--- config.mk ---
export PLATFORM = sky130hd
export DESIGN_NAME = gbp_clear
export DESIGN_NICKNAME = d
export VERILOG_FILES = /design/src/gbp_pkg.sv /design/src/gbp_clear.sv
export SDC_FILE = /design/constraint.sdc
export NUM_CORES = 1
export LEC_CHECK = 0
export BUFFER_PORTS_ARGS = -buffer_cell sky130_fd_sc_hd__buf_4
export CELL_PAD_IN_SITES_DETAIL_PLACEMENT = 0
export CELL_PAD_IN_SITES_GLOBAL_PLACEMENT = 1
export CORE_MARGIN = 3
export CORE_UTILIZATION = 37
export CTS_CLUSTER_DIAMETER = 60
export DETAILED_ROUTE_END_ITERATION = 12
export MAX_ROUTING_LAYER = met4
export PLACE_DENSITY = 0.74
export SLEW_MARGIN = 20
export SYNTH_ARGS = -nofsm -noshare
export SYNTH_HDL_FRONTEND = slang
export SYNTH_SLANG_ARGS = --single-unit
--- constraint.sdc ---
create_clock -name clk -period 1.38 [get_ports clk]
set_input_delay 0.207 -clock clk [delete_from_list [all_inputs] [get_ports clk]]
set_output_delay 0.207 -clock clk [all_outputs]
set_load 0.05 [all_outputs]
--- src/gbp_pkg.sv ---
`timescale 1ns / 1ps

package gbp_pkg;

    localparam int BTB_INDEX_BITS = 10;
    localparam int HISTORY_BITS   = 8;
    localparam int PC_W           = 64;
    localparam int CTR_W          = 2;

    // sweep covers the deeper of the two tables
    localparam int CLR_BITS = (BTB_INDEX_BITS > HISTORY_BITS) ? BTB_INDEX_BITS : HISTORY_BITS;

    localparam logic KIND_PREDICT = 1'b0;
    localparam logic KIND_UPDATE  = 1'b1;

    localparam logic [CTR_W-1:0] CTR_MAX = '1;
    localparam logic [CTR_W-1:0] CTR_MIN = '0;

    typedef struct packed {
        logic            valid;
        logic            cond;
        logic [PC_W-1:0] tag;
        logic [PC_W-1:0] target;
    } btb_entry_t;

    localparam int BTB_ENTRY_W = $bits(btb_entry_t);

    typedef struct packed {
        logic                active;
        logic [CLR_BITS-1:0] addr;
    } clr_t;

    // 2-bit saturating counter step towards the outcome
    function automatic logic [CTR_W-1:0] ctr_step(input logic [CTR_W-1:0] c,
                                                  input logic taken);
        logic [CTR_W-1:0] r;
        r = c;
        if (taken)
        begin
            if (c != CTR_MAX)
                r = c + CTR_W'(1);
        end
        else
        begin
            if (c != CTR_MIN)
                r = c - CTR_W'(1);
        end
        return r;
    endfunction

endpackage

--- src/gbp_clear.sv ---
`timescale 1ns / 1ps

// post-reset sweep: one address per cycle over both tables
module gbp_clear
    import gbp_pkg::*;
(
    input  logic clk,
    input  logic rst_n,
    output clr_t clr
);

    logic                active_reg, active_next;
    logic [CLR_BITS-1:0] addr_reg, addr_next;

    always_comb
    begin
        active_next = active_reg;
        addr_next   = addr_reg;
        if (active_reg)
        begin
            addr_next = addr_reg + CLR_BITS'(1);
            if (addr_reg == '1)
                active_next = 1'b0;
        end
    end

    always_ff @(posedge clk or negedge rst_n)
    begin
        if (!rst_n)
        begin
            active_reg <= 1'b1;
            addr_reg   <= '0;
        end
        else
        begin
            active_reg <= active_next;
            addr_reg   <= addr_next;
        end
    end

    assign clr.active = active_reg;
    assign clr.addr   = addr_reg;

endmodule

After elaboration in Yosys (flattened, before gate mapping)
Index checks and enable logic that the tools add are counted.
{"block": "totals", "reg_bits": 11, "in_bits": 2, "wordCells": 6}
{"block": "op_classes", "n_addsub": 1, "eq_ne": 1, "n_mux": 2}
{"cell": "10-bit by 1-bit adder with 10-bit output (second input constant)", "count": 1}
{"cell": "10-bit equality test (second input constant)", "count": 1}
{"cell": "1-bit 2-to-1 mux", "count": 2}

Logic depth before layout (Yosys ltp)
Gate-level depths: netlist of the first run.
{"block": "depth", "ltp_word": 3, "depth_mapped": 4, "depth_no_buf": 4}

Least setup slack after synthesis of the first run
OpenSTA, ideal clock, no wires.
{"block": "synth_timing", "path_kind": "register to register", "from": "register addr_reg[0]", "to": "register addr_reg[6]", "arrival_time_ns": 1.417, "required_ns": 1.238, "path_slack_ns": -0.179, "stages_incl_launch_ff": 5, "cell_sequence": "dfrtp_1 ha_1 and3_1 nand4_1 xnor2_1"}
{"block": "synth_between", "elab_chain_cells": 1}
{"element": "from (decl)", "line_no": "gbp_clear.sv:13", "text": "logic [CLR_BITS-1:0] addr_reg, addr_next;"}
{"element": "from (signal assigned)", "line_no": "gbp_clear.sv:37", "text": "addr_reg <= addr_next;"}
{"element": "10-bit by 1-bit adder with 10-bit output", "line_no": "gbp_clear.sv:21", "text": "addr_next = addr_reg + CLR_BITS'(1);"}
No other way between the ends.
A chain may end at the register's enable or synchronous reset.

Worst setup path in the final report of the first run
{"block": "layout_timing", "from": "register active_reg", "to": "output clr[10] in the netlist's numbering"}
{"element": "from (decl)", "line_no": "gbp_clear.sv:12", "text": "logic active_reg, active_next;"}
{"element": "from (signal assigned)", "line_no": "gbp_clear.sv:36", "text": "active_reg <= active_next;"}
{"element": "to (decl)", "line_no": "gbp_clear.sv:9", "text": "output clr_t clr"}
No word-level cell between the ends.

==> impl_metrics.yaml, run 1 <==
outcome:
  status: "complete, no violations"
setup_path:
  required_ns: 1.17
  endpoint_kind: "output pin"
  max_stage_delay_ns: 0.56
  path_delay_family: "flip-flops"
  start_kind: "register"
  worst-path-buf-inv: 1
  path_cells: "buf_4"
  worstPathArrival_ns: 1.02
  crit_fanout: 2
  slowest_stage: "dfstp_2"
  path_class: "reg -> out"
sta:
  finalMaxSlewViolations: 0
  finalCriticalPeriod_ns: 1.23
  tightest_slew_ns: 0.200
  grt_setup_unrepaired: "false"
  skew_ns: 0.00180
  fin_crit_sh_pct: 88.9
  fin_setup_tns_ns: 0
  slew_headroom_pct: 86.7
  final-hold-violation-count: 0
  holdWs_ns: 0.304
  max_freq_mhz: 815
  finalSetupViolCount: 0
drt:
  dr.pass1.iters: 1
  drc: 0
  num_vias: 343
  routed_via_density: 4.97
  drt-total-wl_um: 863
  antenna_left: 0
  first_iter_violations: 0
  avgRoutedWirePerCell_um: 12.5
clock_network:
  numCtsBuffers: 3
  h-tree-depth: 1
  cts.sinks: 11
  path_clk_slew_ns: 0.07
  cts_buffer_depth: 2
  tritoncts: "yes"
  clock_latency_ns: 0.26
  cts_root_buffer: "clkbuf_4"
power:
  finalPower_uw: 549
  power.switching_uw: 111
  power_density_mw_per_mm2: 843
  intPower_uw: 438
  clockPowerShare_pct: 39.4
  power_frac_seq_pct: 58.7
  ir_drop_mv: 0.459
  swShare_pct: 20.2
  leakage_nw: 0.348
  pwr-share-comb_pct: 1.8
finish:
  layout.nets: 59
  fillers: 97
  drive_gt1_share_pct: 45.5
  n_antenna_cell: 0
  areaGrowthSynthToFinish_pct: 31.3
  largest_register_ffs: 10
  final_cell_area_um2: 651
global_route:
  grt_antenna_before_repair: 0
  grt_use_met1_pct: 14.6
  grt_use_met2_pct: 17.0
  gr-usage-all-layers_pct: 11.8
  grt_pass1_wl_mm: 1.55
  grt.overflow.total: 0
  grtUsageMet3_pct: 3.00
  grt_max_degree: 12
  first_global_vias: 343
  busiest_layer: "met2"
flow_run:
  maxCapViolCount: 0
logic_synthesis:
  netlist_area_um2: 495
  yosys.area.top_type: "dfrtp_1"
  yosysWarnings: 0
  synth_top_area_share_pct: 50.5
  netlist_instances: 39
  yosys.cell_types.count: 17
  synth.avg_cell_area_um2: 12.7
  synth.area.top_cells: "dfrtp_1 (51%), xor2_1 (8.8%), xnor2_1 (7.1%)"
  synth.ff_latch_count: 11
  syn_nets: 42
  ys_seq_area_share_pct: 55.8
die:
  ioPinCount: 13
  fp.dieArea_mm2: 0.00181
  fp.coreArea_mm2: 0.00119
  initial_core_util_pct: 41.8
  rows: 12
  die_w_um: 42.6
  fp.dieH_um: 42.6
worst_hold_path:
  hold_class: "in -> async"
placed_design:
  place_area_um2: 594
  place.gp.congestion: 0.745
  port_buffers: 12
==> per-layer routing <==
metal	wire length, µm	vias up
li1	-	165
met1	383	163
met2	396	12
met3	65	3
met4	17	0
met5	0	-
==> what timing repair did <==
item,in CTS,in global routing
gates resized for setup,0,0
hold endpoints to repair,11,0
setup endpoints to repair,0,1
hold buffers,1,0
setup buffers,0,1
==> cell families after synthesis <==
kind of cell	share of synthesized area (%)
compound gates	2.02
mux	2.27
flops	55.8
fa+ha+maj	2.52
simple gates	18.9
buf+inv	2.52
xor+xnor	15.9
==> cell type report <==
type	instances	area (µm²)	share of cell area (%)
flip-flops and latches	11	280	43.1
multi-input cells	26	206	31.7
clock buffers	4	26.3	4.04
well taps	14	17.5	2.69
repair buffers	14	120	18.5
==> per-stage QoR <==
| stage | std cells | setup slack, ns | utilization [%] |
|---|---|---|---|
| after floorplan | 39 | 0.00880 | - |
| after global placement | 63 | 0.205 | 50.1 |
| after detailed placement | 63 | 0.177 | 50.1 |
| after CTS | 68 | 0.0306 | 53.2 |
| after global routing | 69 | 0.105 | 54.9 |
| final | 69 | 0.153 | 54.9 |
==> worst paths after layout <==
path / start / to / slack (ns) / cells after the start
setup / recovery: active_reg$_DFF_PN1_ / clr[10] / 0.15 / 1
hold / removal: rst_n / addr_reg[6]$_DFFE_PN0P_ / 0.30 / 2
setup reg to reg: active_reg$_DFF_PN1_ / addr_reg[6]$_DFFE_PN0P_ / 0.16 / 4
hold reg to reg: addr_reg[9]$_DFFE_PN0P_ / addr_reg[9]$_DFFE_PN0P_ / 0.50 / 1
max in group asynchronous: rst_n / active_reg$_DFF_PN1_ / 0.85 / 2
min in group clk: addr_reg[9]$_DFFE_PN0P_ / addr_reg[9]$_DFFE_PN0P_ / 0.50 / 1
==> power groups by stage <==
stage                logic (mW)  clock network [mW]  registers, mW
finish                  0.00999               0.216          0.322
global route             0.0117               0.243          0.322
CTS                      0.0107               0.223          0.322
detailed placement      0.00846                   0          0.328
global placement        0.00790                   0          0.328
floorplan           0.000000121                   0          0.328
==> placed cells by master, fill, tap and decap left out <==
cell	n
nand4_2	1
nand4_1	2
nor2_1	3
mux2_2	1
dfrtp_2	3
ha_1	1
nand4_4	1
buf_4	12
and3_1	1
dfrtp_1	7
xor2_1	5
clkbuf_4	3
clkbuf_1	1
dlygate4sd3_1	1
dfstp_2	1
xnor2_1	4
o31a_2	1
nand3_1	1
nand2_1	4
buf_12	1
nor3_2	1
==> synthesized netlist by cell type <==
library cell and count:
nor3_2 1, nand3_1 1, nand4_2 1, ha_1 1
nand2_1 4, buf_4 1, nand4_4 1, clkbuf_2 1
o31a_2 1, dfrtp_1 10, xor2_1 5, dfstp_2 1
nor2_1 3, mux2_2 1, xnor2_1 4, nand4_1 2
and3_1 1
Power figures use the tool's default switching activity.
==> run 2, diff against run 1 <==
--- a/config.mk
+++ b/config.mk
@@ -13,7 +13,7 @@
 export CTS_CLUSTER_DIAMETER = 60
 export DETAILED_ROUTE_END_ITERATION = 12
 export MAX_ROUTING_LAYER = met4
-export PLACE_DENSITY = 0.74
+export PLACE_DENSITY_LB_ADDON = 0.1
 export SLEW_MARGIN = 20
 export SYNTH_ARGS = -nofsm -noshare
 export SYNTH_HDL_FRONTEND = slang
==> impl_metrics.yaml, run 2 (synthesis gave the netlist of run 1 again) <==
setup_path:
  slowest_stage: "dfstp_2"
  path_class: "reg -> out"
  required_ns: 1.17
  crit_fanout: 8
  start_kind: "register"
  path_delay_family: "flip-flops"
  endpoint_kind: "output pin"
  worstPathArrival_ns: 1.14
  path_cells: "buf_4"
  worst-path-buf-inv: 1
  max_stage_delay_ns: 0.64
die:
  initial_core_util_pct: 41.8
  die_w_um: 42.6
  rows: 12
  ioPinCount: 13
  fp.coreArea_mm2: 0.00119
  fp.dieH_um: 42.6
  fp.dieArea_mm2: 0.00181
sta:
  slew_headroom_pct: 85.6
  fin_crit_sh_pct: 97.3
  fin_setup_tns_ns: 0
  final-hold-violation-count: 0
  skew_ns: 0.00209
  max_freq_mhz: 745
  finalSetupViolCount: 0
  finalCriticalPeriod_ns: 1.34
  finalMaxSlewViolations: 0
  tightest_slew_ns: 0.216
  grt_setup_unrepaired: "false"
  holdWs_ns: 0.310
drt:
  num_vias: 340
  avgRoutedWirePerCell_um: 13.2
  antenna_left: 0
  drc: 0
  first_iter_violations: 0
  drt-total-wl_um: 898
  dr.pass1.iters: 1
  routed_via_density: 5.00
outcome:
  status: "complete, no violations"
worst_hold_path:
  hold_class: "in -> async"
flow_run:
  maxCapViolCount: 0
global_route:
  grt_max_degree: 12
  gr-usage-all-layers_pct: 11.3
  grt.overflow.total: 0
  grt_pass1_wl_mm: 1.46
  grt_antenna_before_repair: 0
  first_global_vias: 332
clock_network:
  path_clk_slew_ns: 0.07
  cts.sinks: 11
  h-tree-depth: 1
  tritoncts: "yes"
  numCtsBuffers: 3
  cts_root_buffer: "clkbuf_4"
  post_cts_resized: 0
  clock_latency_ns: 0.26
  cts_buffer_depth: 2
  cts_setup_buffers: 0
finish:
  areaGrowthSynthToFinish_pct: 27.3
  register_area_um2: 280
  fillers: 107
  mostFrequentLayoutCells: "buf_4 (12), dfrtp_1 (7), xor2_1 (5)"
  drive_gt1_share_pct: 44.4
  final_common_cell: "buf_4"
  layout.nets: 58
  n_antenna_cell: 0
  largest_register_ffs: 10
  multi_input_area_um2: 206
  final_cell_area_um2: 631
placed_design:
  port_buffers: 12
  place_area_um2: 594
  place.gp.congestion: 0.733
  dp_hpwl_um: 668
power:
  leakage_nw: 0.340
  power_density_mw_per_mm2: 870
  ir_drop_mv: 0.515
[run 2: cell types whose count changed in the layout (fill, tap and decap cells not counted)]
cell and delta:
buf_12 -1
[run 2: cell type report]
| type | instances | share of cell area [%] |
|---|---|---|
| Clock buffer | 4 | 4.17 |
| Multi-Input combinational cell | 26 | 32.7 |
| Sequential cell | 11 | 44.4 |
| Tap cell | 14 | 2.78 |
| Timing Repair Buffer | 13 | 15.9 |
[run 2: power breakdown]
part	switching [mW]	leakage, nW	total [mW]	internal (mW)
logic	0.00627	0.180	0.0101	0.00378
registers	0	0.145	0.322	0.322
clock network	0.105	0.0150	0.217	0.112
total	0.111	0.340	0.549	0.438
[run 2: final timing paths]
kind	from	endpoint	slack [ns]	depth (start not counted)
worst max-delay path	active_reg$_DFF_PN1_	clr[10]	0.04	1
worst max register to register	active_reg$_DFF_PN1_	addr_reg[6]$_DFFE_PN0P_	0.16	3
worst min register to register	addr_reg[9]$_DFFE_PN0P_	addr_reg[9]$_DFFE_PN0P_	0.49	1
min in group clk	addr_reg[9]$_DFFE_PN0P_	addr_reg[9]$_DFFE_PN0P_	0.49	1
worst min-delay path	rst_n	addr_reg[9]$_DFFE_PN0P_	0.31	2
max in group asynchronous	rst_n	active_reg$_DFF_PN1_	0.85	2
[run 2: stage by stage]
step | std cells | utilization, % | setup WS (ns) | total power, mW
global route | 68 | 53.2 | 0.00138 | 0.566
detailed placement | 63 | 50.1 | 0.164 | 0.337
global placement | 63 | 50.1 | 0.194 | 0.336
floorplan | 39 | - | 0.00880 | 0.329
CTS | 68 | 53.2 | 0.0281 | 0.554
finish | 68 | 53.2 | 0.0374 | 0.549
[run 2: per-layer routing]
metal	vias to the layer above	routed length, µm	GRT usage, %	part of all wire [%]
met5	-	0	-	0
met4	0	0	5.59	0
met3	0	59	6.01	6.6
met2	8	441	15.8	49
met1	169	397	13.0	44
li1	163	-	-	-
[run 2: repair_timing]
action | 4_1_cts | 5_1_grt
endpoints found under the setup margin | 0 | 0
endpoints found under the hold margin | 11 | 0
hold buffers | 1 | 0
