<file path="config.mk">
export PLATFORM = sky130hd
export DESIGN_NAME = gbp_ram
export DESIGN_NICKNAME = d
export VERILOG_FILES = /design/src/gbp_ram.sv
export SDC_FILE = /design/constraint.sdc
export NUM_CORES = 1
export LEC_CHECK = 0
export BUFFER_PORTS_ARGS = -buffer_cell sky130_fd_sc_hd__buf_2
export CORE_ASPECT_RATIO = 0.7
export CORE_MARGIN = 1.5
export CORE_UTILIZATION = 51
export DETAILED_ROUTE_END_ITERATION = 8
export PLACE_DENSITY = 0.69
export RECOVER_POWER = 100
export SETUP_SLACK_MARGIN = 0.1
export SLEW_MARGIN = 20
export SYNTH_ARGS = -nofsm -noshare
export SYNTH_HDL_FRONTEND = slang
export SYNTH_SLANG_ARGS = --single-unit
export TNS_END_PERCENT = 50
</file>
<file path="constraint.sdc">
create_clock -name clk -period 1.7 [get_ports clk]
set_input_delay 0.255 -clock clk [delete_from_list [all_inputs] [get_ports clk]]
set_output_delay 0.255 -clock clk [all_outputs]
set_load 0.02 [all_outputs]
</file>
<file path="src/gbp_ram.sv">
`timescale 1ns / 1ps

// simple dual-port RAM, one write and one registered read port
module gbp_ram #(
    parameter int WIDTH     = 8,
    parameter int ADDR_BITS = 4
) (
    input  logic                 clk,
    input  logic                 we,
    input  logic [ADDR_BITS-1:0] waddr,
    input  logic [WIDTH-1:0]     wdata,
    input  logic                 re,
    input  logic [ADDR_BITS-1:0] raddr,
    output logic [WIDTH-1:0]     rdata
);

    logic [WIDTH-1:0] mem [(1 << ADDR_BITS)];

    always_ff @(posedge clk)
    begin
        if (we)
            mem[waddr] <= wdata;
    end

    always_ff @(posedge clk)
    begin
        if (re)
            rdata <= mem[raddr];
    end

endmodule

</file>
### Yosys cells after proc, flatten, opt, wreduce, memory -nomap -nowiden

Memory sizes are Yosys's and may differ from the RTL's. A register that Yosys moved wholly into a read port is not among the register bits.
Index checks and enable logic that the tools add are counted.

| cells by class | value |
|---|---|
| mux-type cells | 2 |

Operators by type and width:

| cell | number |
|---|---|
| $mux 1 | 2 |

| storage, ports and cells | value |
|---|---|
| memories | 1 |
| input bits | 19 |
| output and inout bits | 8 |
| bits in writable memories | 128 |
| register bits | 0 |

Memory list:

| memory | depth | bits a word | read ports | clocked after memory_dff | wr ports | line | source |
|---|---|---|---|---|---|---|---|
| mem | 16 | 8 | 1 | 1 | 1 | 17 | `logic [WIDTH-1:0] mem [(1 << ADDR_BITS)];` |

### Logic depth before layout (Yosys ltp)

Gate-level depths: netlist (run 1).

| logic depth | value |
|---|---|
| word-level depth | 2 |
| mapped depth | 5 |
| mapped depth without buffers | 3 |

### Worst setup path before layout (run 1)

Ideal clock, no wire load.

| timing | value |
|---|---|
| path kind | input-to-reg |
| from | input port waddr[2] |
| to | memory mem[0][0], enable pin |
| stages | 2 |
| required time | 1.317 ns |
| setup slack | -0.048 ns |
| arrival time | 1.365 ns |
| buffers on the path | 0 |
| cell sequence | or3b_2 nor3_1 |

RTL lines:

| element | line | source |
|---|---|---|
| from (decl) | 10 | `input logic [ADDR_BITS-1:0] waddr,` |
| to (decl) | 17 |  |

No word-level cell before the write port.

==> summary.md, run 1 <==
| Metric | Value |
|---|---|
| Outcome | `complete, no violations` |
| Main synth FF type | `edfxtp_1` |
| WL final | `10400 µm` |
| Clk pwr share | `0.426` |
| Port Buf Inserts | `26` |
| Synthesized Nets | `248` |
| Fmax | `657 MHz` |
| Synth-to-layout area growth | `15.7%` |
| Clock slew at reported path FFs | `50 ps` |
| Critical path type | `flop to flop` |
| Largest net degree at the start of global routing | `20` |
| Nets@finish | `305` |
| Netlist cell types | `18` |
| Slowest-stage cell, CP | `mux4_2` |
| Syn Inst Count | `229` |
| DP HPWL | `6650 µm` |
| # setup viols final | `0` |
| Vias in the first global route | `2597` |
| Hold_buf cts | `0` |
| Syn. warnings | `0` |
| Max IR drop VDD | `0.626 mV` |
| Share of flip-flops with an asynchronous set or reset | `0` |
| Fin crit share | `0.895` |
| Combinational share of power | `0.049` |
| Seq/Total Area, Yosys | `0.781` |
| Sw frac | `0.208` |
| Mean Syn Cell Area | `22.8 µm²` |
| Initial antenna violation count | `0` |
| Share of layout cells above drive strength 1 | `0.187` |
| Row cnt | `30` |
| Vias per cell | `5.85` |
| 1st-pass router iterations | `5` |
| Drt first-iter violations | `216` |
| Min cycle time layout | `1520 ps` |
| Slew headroom | `0.498` |
| Max cap viols | `0` |
| I/O pins | `27` |
| Fillers | `728` |
| HP Class | `primary input to flop` |
| Synth Register Bits | `136` |
| CTS buffer count | `17` |
| Crit-path cells | `mux4_2 -> a22oi_1 -> nand2_1` |
| Clk_skew | `9.42 ps` |
| CP startpoint kind | `flop` |
| Clock root buffer | `clkbuf_16` |
| Via count | `2503` |
| H-tree levels | `4` |
| Most frequent cells in the layout | `edfxtp_1, clkbuf_1, mux4_2, clkbuf_16, a22oi_1` |
| Final worst slack | `179 ps` |
| Number of gates resized after CTS | `0` |
| Synth Cell Area | `5230 µm²` |
| Remaining global-route overflow | `0` |
| Flop pwr share | `0.525` |
| Crit. End Element | `flop` |
| Die footprint | `10900 µm²` |
| RePlAce Congestion | `0.717` |
| TritonCTS clock tree | `done` |
| PD cells | `1200 nW/µm²` |
| Design area | `6050 µm²` |
| Core box area | `9830 µm²` |
| CTS Buffer Depth | `2` |
| Clock latency on the worst-skew pair | `410 ps` |
| Hold violation count in the final report | `0` |
| Number of flops mapped to enable cells by yosys | `136` |
| Critical Path Fanout Max | `1` |
| Tightest Pin Transition | `752 ps` |
| Clk sinks | `136` |
| WL/cell | `24.2 µm` |
| Setup Buffers After CTS | `0` |
| Total GRT Usage | `0.214` |
| NetSw | `1.51 mW` |
| First-pass GRT wire length | `15600 µm` |
| Int Power | `5.74 mW` |
| Worst slack, placed | `-147 ps` |
| Required time of the critical path | `1840 ps` |
| Worst EP arrival | `1660 ps` |
| Die Width | `124 µm` |
| Pins Over Slew Limit | `0` |
| Final antenna-violating net count | `0` |
| Die H | `87.7 µm` |
| Commonest non-fill, non-tap cell in the layout | `edfxtp_1` |
| DR DRC count | `0` |
| Largest stage delay, worst path | `480 ps` |
| Leakage | `1.96 nW` |
| RSZ-0062 raised after global routing | `false` |
| Dpl cell area | `5640 µm²` |
| Starting Density | `0.532` |
==> critical path: cells and delay by family (launching register included) <==
kind / cells / cell delay, ps
compound gates: 1 / 270
mux: 1 / 480
simple gates: 1 / 130
flops: 1 / 370
==> logic make-up (layout without fill, tap and decap cells) <==
logic type | Yosys count | after routing | synth area share
flip-flops | 136 | 136 | 0.781
buffers and inverters | 10 | 80 | 0.0165
AO/OA/AOI/OAI | 16 | 16 | 0.0230
AND/OR/NAND/NOR | 35 | 35 | 0.0314
multiplexers | 32 | 32 | 0.148
other | 0 | 1 | 0
==> state kept, by name, summed over array words and instances, names as in the netlist <==
name / count
mem: 128
rdata: 8
==> per-layer routing <==
metal	global-route usage	share of wire	up-vias	wire length [µm]
li1	-	-	1098	-
met1	0.316	0.46	1293	4780
met2	0.313	0.44	98	4580
met3	0.0651	0.082	14	849
met4	0.0671	0.014	0	148
met5	0	0	-	0
==> final cells by class <==
class	instances	area (µm²)	share of cell area
Sequential cell	136	4080	0.675
Multi-Input combinational cell	83	1060	0.175
Clock buffer	20	437	0.0722
Timing Repair Buffer	48	246	0.0408
Tap cell	128	160	0.0265
Clock inverter	12	61.3	0.0101
Antenna cell	1	2.50	0.000414
==> stage by stage <==
step	power, mW	utilization	std cells	TNS, ps	hold slack [ps]
floorplan	4.07	-	229	0	354
global placement	4.23	0.573	395	-413	632
detailed placement	4.25	0.573	395	-596	638
CTS	7.32	0.624	427	0	212
global route	7.49	0.615	427	0	360
finish	7.25	0.615	428	0	337
==> power by group through the flow <==
stage | sequential (mW) | combinational (mW) | clock, mW
final | 3.80 | 0.358 | 3.09
after global routing | 3.81 | 0.391 | 3.29
after CTS | 3.80 | 0.380 | 3.14
after detailed placement | 3.87 | 0.377 | 0
after global placement | 3.87 | 0.367 | 0
after floorplan | 3.88 | 0.191 | 0
==> cells in the mapped netlist, types with 2 or more instances <==
library cell,count,share of area
a22oi_1,16,0.023
buf_2,3,0.0029
buf_6,3,0.0065
clkdlybuf4s25_2,3,0.0057
edfxtp_1,136,0.78
mux4_1,14,0.070
mux4_2,18,0.078
nand2_1,9,0.0065
nand2b_1,2,0.0024
nand3b_1,2,0.0029
nor2_1,13,0.0093
nor3_1,4,0.0038
==> path summary, 6_finish.rpt <==
check                            start            endpoint  slack [ps]  cells past startpoint
hold reg to reg   mem[14][1]$_DFFE_PP_  rdata[1]$_DFFE_PP_         760                      3
setup / recovery   mem[3][6]$_DFFE_PP_  rdata[6]$_DFFE_PP_         180                      3
hold / removal                      re  rdata[7]$_DFFE_PP_         340                      1
setup reg to reg   mem[3][6]$_DFFE_PP_  rdata[6]$_DFFE_PP_         180                      3
No activity file was read; power rests on OpenSTA's default activity.
==> inputs of run 2 (changes only) <==
Settings changed: PLACE_DENSITY 0.69 to 0.77.
==> run 2 against run 1 <==
Die area stayed put; power up 8.2%; clock-buffer cell count decreased by 3; design area increased by 2.7%; critical path depth grew 1; core utilization grew 1.7 points; sequential power barely moved; critical endpoint is now mem[0][0]$_DFFE_PP_; largest cell class unchanged.
==> summary.md, run 2 (synthesized netlist as in run 1, its figures left out) <==
| Metric | Value |
|---|---|
| Outcome | `complete, no violations` |
| Reg2reg end | `rdata[5]$_DFFE_PP_` |
| RR Startpoint | `mem[1][5]$_DFFE_PP_` |
| Pins Over Slew Limit | `0 (unchanged)` |
| CP most frequent cell | `clkbuf_1` |
| RePlAce Congestion | `0.846 (+18%)` |
| Core box area | `9830 µm² (unchanged)` |
| Clock latency on the worst-skew pair | `410 ps (about the same)` |
| Crit-path cells | `clkbuf_1 -> or3b_2 -> nor3_1 -> clkbuf_1` |
| PD cells | `1260 nW/µm² (+5.3%)` |
| Nets@finish | `311 (+2.0%)` |
| Sw frac | `0.204 (-0.00351)` |
| Final Power | `7.85 mW (+8.2%)` |
| 1st-pass router iterations | `5 (unchanged)` |
| Vias in the first global route | `2570 (-1.0%)` |
| Max reg flops | `128 (unchanged)` |
| Drt first-iter violations | `270 (+25%)` |
| CP startpoint kind | `primary input` |
| NetSw | `1.60 mW (+6.4%)` |
| Clk pwr share | `0.468 (+0.042)` |
| Largest net degree at the start of global routing | `26 (+30%)` |
| Hold_sp | `re` |
| Leakage | `2.03 nW (+3.9%)` |
| CTS Buffer Depth | `2 (unchanged)` |
| DR DRC count | `0 (unchanged)` |
| Final antenna-violating net count | `0 (unchanged)` |
| First-pass GRT wire length | `15600 µm (-0.22%)` |
| Slew headroom | `0.496 (-0.00264)` |
| # diodes | `0 (-1)` |
| Setup Total Neg Slack | `0 ps (unchanged)` |
| Critical path type | `primary input to flop` |
| Starting Density | `0.532 (unchanged)` |
| Fmax | `648 MHz (-1.5%)` |
| Max IR drop VDD | `1.19 mV (+90%)` |
| TritonCTS clock tree | `done` |
| H-tree levels | `4 (unchanged)` |
| Worst EP arrival | `1590 ps (-70 ps)` |
| Critical Path Fanout Max | `6 (+5)` |
| HP Class | `primary input to flop` |
| Setup Buffers After CTS | `0 (unchanged)` |
| I/O pins | `27 (unchanged)` |
| Die footprint | `10900 µm² (unchanged)` |
| Crit. End Element | `flop` |
| Synth-to-layout area growth | `18.8%` |
| Most frequent cells in the layout | `edfxtp_1, clkbuf_1, mux4_2, clkbuf_16, a22oi_1` |
| RSZ-0062 raised after global routing | `false` |
| Clk sinks | `136 (unchanged)` |
| Die H | `87.7 µm (unchanged)` |
| Die Width | `124 µm (unchanged)` |
| CTS buffer count | `17 (unchanged)` |
| Number of gates resized after CTS | `0 (unchanged)` |
| Largest regs | `mem: 128 flops, rdata: 8 flops` |
| Hold_buf cts | `0 (unchanged)` |
| Port Buf Inserts | `26 (unchanged)` |
| R2R setup slack | `230 ps (+50 ps)` |
| Clk_skew | `6.19 ps (-3.22 ps)` |
| Util after Layout | `0.632 (+0.0165)` |
| Required time of the critical path | `1740 ps (-100 ps)` |
| Initial antenna violation count | `0 (unchanged)` |
| Fillers | `697 (-4.3%)` |
| Remaining global-route overflow | `0 (unchanged)` |
| Crit. Startpoint | `we` |
| Hold Path Depth | `1 (unchanged)` |
| Int Power | `6.24 mW (+8.7%)` |
| Vias per cell | `5.87 (+0.31%)` |
| Commonest non-fill, non-tap cell in the layout | `edfxtp_1` |
| Via count | `2540 (+1.5%)` |
| Max cap viols | `0 (unchanged)` |
| Dpl cell area | `5710 µm² (+1.2%)` |
| DP HPWL | `6630 µm (-0.22%)` |
| Smallest hold slack | `341 ps (+4.19 ps)` |
| Clock root buffer | `clkbuf_16` |
| Row cnt | `30 (unchanged)` |
| Combinational share of power | `0.047 (-0.002)` |
| WL final | `10200 µm (-1.3%)` |
| Flop pwr share | `0.485 (-0.040)` |
| Share of layout cells above drive strength 1 | `0.220 (+0.0324)` |
| Largest stage delay, worst path | `520 ps (+40 ps)` |
| Hold violation count in the final report | `0 (unchanged)` |
| Fin crit share | `0.908 (+0.0133)` |
| Worst setup path end | `mem[0][0]$_DFFE_PP_` |
| Design area | `6210 µm² (+2.7%)` |
| # setup viols final | `0 (unchanged)` |
| Slowest-stage cell, CP | `or3b_2` |
| WL/cell | `23.6 µm (-2.4%)` |
| Tightest Pin Transition | `755 ps (+2.40 ps)` |
| Worst reg2reg path depth | `3 (unchanged)` |
| Total GRT Usage | `0.212 (-0.00177)` |
| Min cycle time layout | `1540 ps (+22.6 ps)` |
| Clock slew at reported path FFs | `60 ps (about the same)` |
| Biggest register | `mem` |
[run 2: changes by cell type in the layout (fill, tap and decap cells not counted), sizes merged]
cell | previous run | this run
clkbuf | 57 | 56
diode | 1 | 0
inv | 0 | 3
buf | 11 | 15
bufinv | 0 | 3
clkinvlp | 2 | 3
clkinv | 10 | 6
[run 2: per-layer routing]
metal,global-route usage,share of wire
met4,0.0610,0.0085
met5,0,0
met1,0.318,0.44
met2,0.296,0.45
met3,0.0801,0.10
[run 2: how the worst min path moves through the flow]
stage	endpoint	slack (ps)
after floorplan	mem[0][0]$_DFFE_PP_	350
after global placement	rdata[3]$_DFFE_PP_	630
after detailed placement	rdata[3]$_DFFE_PP_	640
after CTS	rdata[1]$_DFFE_PP_	200
after global routing	rdata[3]$_DFFE_PP_	330
final	rdata[3]$_DFFE_PP_	340
[run 2: power by group through the flow]
stage | combinational (mW) | clock (mW) | sequential, mW
after CTS | 0.387 | 3.74 | 3.80
after floorplan | 0.191 | 0 | 3.88
after detailed placement | 0.384 | 0 | 3.87
after global placement | 0.371 | 0 | 3.87
after global routing | 0.400 | 3.89 | 3.81
final | 0.365 | 3.67 | 3.81
[run 2: worst max-delay path: cells and delay by family]
family	cells	cell delay [ps]
buf+inv	2	590
simple gates	2	740
[run 2: final cells by class]
type / instances / area [µm²] / share of cell area
Clock buffer: 17 / 425 / 0.0685
Timing Repair Buffer: 54 / 308 / 0.0496
Clock inverter: 15 / 176 / 0.0284
Multi-Input combinational cell: 83 / 1060 / 0.170
Tap cell: 128 / 160 / 0.0258
Sequential cell: 136 / 4080 / 0.658
[run 2: metrics by stage]
| step | setup slack [ps] | std cells |
|---|---|---|
| floorplan | 163 | 229 |
| global placement | -36.9 | 401 |
| detailed placement | -65.1 | 401 |
| finish | 156 | 433 |
| CTS | 230 | 433 |
| global route | 98.8 | 433 |
==> inputs of run 3 (changes only) <==
Settings changed: ABC_AREA set to 1.
==> run 3 against run 2 <==
Synthesized area grew 12%; critical path depth shrank 3; combinational power grew 27%; clock-buffer cell count grew 4; cell count grew 76%; wire length grew 34%; critical endpoint is now rdata[7]; largest cell class unchanged.
==> summary.md, run 3 <==
| Metric | Value |
|---|---|
| Mean Syn Cell Area | `10.6 µm² (-54%)` |
| Cell family with most CP delay | `flip-flops` |
| Clock slew at reported path FFs | `60 ps (about the same)` |
| Hold violation count in the final report | `0 (unchanged)` |
| Netlist cell types | `11 (-7)` |
| Worst EP arrival | `1060 ps (-530 ps)` |
| Seq/Total Area, Yosys | `0.698 (-0.0828)` |
| Slew headroom | `0.365 (-0.131)` |
| RePlAce Congestion | `0.873 (+3.3%)` |
| Starting Density | `0.527 (-0.00436)` |
| Max cap viols | `0 (unchanged)` |
| Nets@finish | `614 (+97%)` |
| I/O pins | `27 (unchanged)` |
| Synth Cell Area | `5850 µm² (+12%)` |
| Die H | `92.6 µm (+5.6%)` |
| Biggest register | `mem` |
| Clk_skew | `10.7 ps (+4.55 ps)` |
| Setup Buffers After CTS | `0 (unchanged)` |
| CTS buffer count | `17 (unchanged)` |
| Share of flip-flops with an asynchronous set or reset | `0 (unchanged)` |
| Buf/Inv on CP | `1 (-1)` |
| Placed cell count | `729 (+82%)` |
| Clk sinks | `136 (unchanged)` |
| Syn Inst Count | `551 (+140%)` |
| Required time of the critical path | `1440 ps (-300 ps)` |
| Crit. End Element | `output pin` |
| Setup Total Neg Slack | `0 ps (unchanged)` |
| CTS Buffer Depth | `2 (unchanged)` |
| Clock root buffer | `clkbuf_16` |
| Drt first-iter violations | `473 (+75%)` |
| Top-area cell type share of the netlist area | `0.698 (-0.0828)` |
| Via count | `4047 (+59%)` |
| Synth-to-layout area growth | `13.5%` |
| DR DRC count | `0 (unchanged)` |
| Count leader, synth | `nand2_1` |
| Row cnt | `32 (+6.7%)` |
| Area contributors post-synth | `edfxtp_1, nand2_1, nand3_1, inv_1, buf_6` |
| Synthesized Nets | `570 (+130%)` |
| Slowest-stage cell, CP | `edfxtp_1` |
| Max reg flops | `128 (unchanged)` |
| Critical path type | `flop to output pin` |
| WL/cell | `18.0 µm (-24%)` |
| Final worst slack | `382 ps (+226 ps)` |
| Max IR drop VDD | `0.653 mV (-45%)` |
| Tightest Pin Transition | `953 ps (+198 ps)` |
| 1st-pass router iterations | `5 (unchanged)` |
| CP startpoint kind | `flop` |
| Main synth FF type | `edfxtp_1` |
| TritonCTS clock tree | `done` |
| RSZ-0062 raised after global routing | `false` |
| Die footprint | `12100 µm² (+11%)` |
| HP Class | `primary input to flop` |
| WL final | `13700 µm (+34%)` |
| Commonest non-fill, non-tap cell in the layout | `nand2_1` |
| Final antenna-violating net count | `0 (unchanged)` |
| Port Buf Inserts | `26 (unchanged)` |
| Smallest hold slack | `301 ps (-39.9 ps)` |
| Commonest cells post-synth | `nand2_1, edfxtp_1, inv_1, nand3_1, nor2_1` |
| Largest regs | `mem: 128 flops, rdata: 8 flops` |
| Vias in the first global route | `3924 (+53%)` |
| DP HPWL | `8780 µm (+32%)` |
| Number of flops mapped to enable cells by yosys | `136 (unchanged)` |
| Die Width | `131 µm (+5.6%)` |
| Min cycle time layout | `1320 ps (-226 ps)` |
| PD cells | `1140 nW/µm² (-9.8%)` |
| Most frequent cells in the layout | `nand2_1, edfxtp_1, inv_1, nand3_1, clkbuf_1` |
| Syn. warnings | `0 (unchanged)` |
| Fin crit share | `0.775 (-0.133)` |
| Fmax | `759 MHz (+17%)` |
| Total GRT Usage | `0.246 (+0.0334)` |
| Outcome | `complete, no violations` |
| # setup viols final | `0 (unchanged)` |
| Core box area | `11100 µm² (+13%)` |
| Initial antenna violation count | `0 (unchanged)` |
| Remaining global-route overflow | `0 (unchanged)` |
| Vias per cell | `5.32 (-9.3%)` |
| Number of gates resized after CTS | `0 (unchanged)` |
| Clock latency on the worst-skew pair | `420 ps (about the same)` |
| Crit-path cells | `clkbuf_1` |
| Largest net degree at the start of global routing | `36 (+38%)` |
| Worst slack, placed | `229 ps (+294 ps)` |
| # diodes | `0 (unchanged)` |
| Largest stage delay, worst path | `390 ps (-130 ps)` |
| Share of layout cells above drive strength 1 | `0.0658 (-0.154)` |
| Area leader, netlist | `edfxtp_1` |
| First-pass GRT wire length | `21000 µm (+35%)` |
| Fin cells | `761 (+76%)` |
| Critical Path Fanout Max | `1 (-5)` |
| Hold_buf cts | `0 (unchanged)` |
| Final Power | `7.56 mW (-3.7%)` |
| H-tree levels | `4 (unchanged)` |
| Leakage | `2.79 nW (+37%)` |
| Pins Over Slew Limit | `0 (unchanged)` |
| Synth Register Bits | `136 (unchanged)` |
==> run 3: changes by cell type in the layout (fill, tap and decap cells not counted), sizes merged, moves of 2 or more <==
cell / delta
inv: +99
nand2: +164
nand3: +96
nor2: +4
clkbuf: +2
buf: -3
nor3: -4
clkinv: +2
bufinv: -2
nand2b: -2
a22oi: -16
mux4: -32
==> run 3: cell type report <==
type / instances / area [µm²]
repair buffers: 49 / 241
inverters: 102 / 383
clock inverters: 11 / 82.6
multi-input cells: 289 / 1210
fillers: 938 / 4450
clock buffers: 21 / 440
well taps: 153 / 191
flip-flops and latches: 136 / 4080
==> run 3: path summary, 6_finish.rpt <==
path                         from                  to  slack, ps  cells after the start
min reg2reg  mem[10][7]$_DFFE_PP_  rdata[7]$_DFFE_PP_        730                      6
max reg2reg  mem[14][1]$_DFFE_PP_  rdata[1]$_DFFE_PP_        500                      6
min                      raddr[3]  rdata[7]$_DFFE_PP_        300                      3
max            rdata[7]$_DFFE_PP_            rdata[7]        380                      1
==> run 3: kinds of logic (layout without fill, tap and decap cells) <==
| logic type | count (synthesis) | count (layout) | share of synthesized area |
|---|---|---|---|
| and+or+nand+nor | 289 | 289 | 0.208 |
| DFF | 136 | 136 | 0.698 |
| buffers and inverters | 126 | 183 | 0.0939 |
==> run 3: through the flow <==
step | area [µm²] | utilization
2_1_floorplan | 5850 | -
3_3_place_gp | 6200 | 0.559
3_5_place_dp | 6200 | 0.559
4_1_cts | 6720 | 0.606
5_1_grt | 6640 | 0.598
6_report | 6640 | 0.598
==> run 3: power by group <==
group / internal [mW] / switching, mW / leakage [nW]
clock network: 1.98 / 1.31 / 0.255
logic: 0.122 / 0.343 / 1.30
registers: 3.78 / 0.0231 / 1.24
total: 5.88 / 1.68 / 2.79
==> run 3: per-layer routing <==
layer  GRT usage  up-vias  wire, µm
li1            -     1870         -
met1       0.360     1947      6210
met2       0.363      214      6050
met3      0.0555       16      1210
met4      0.0833        0       190
met5           0        -         0
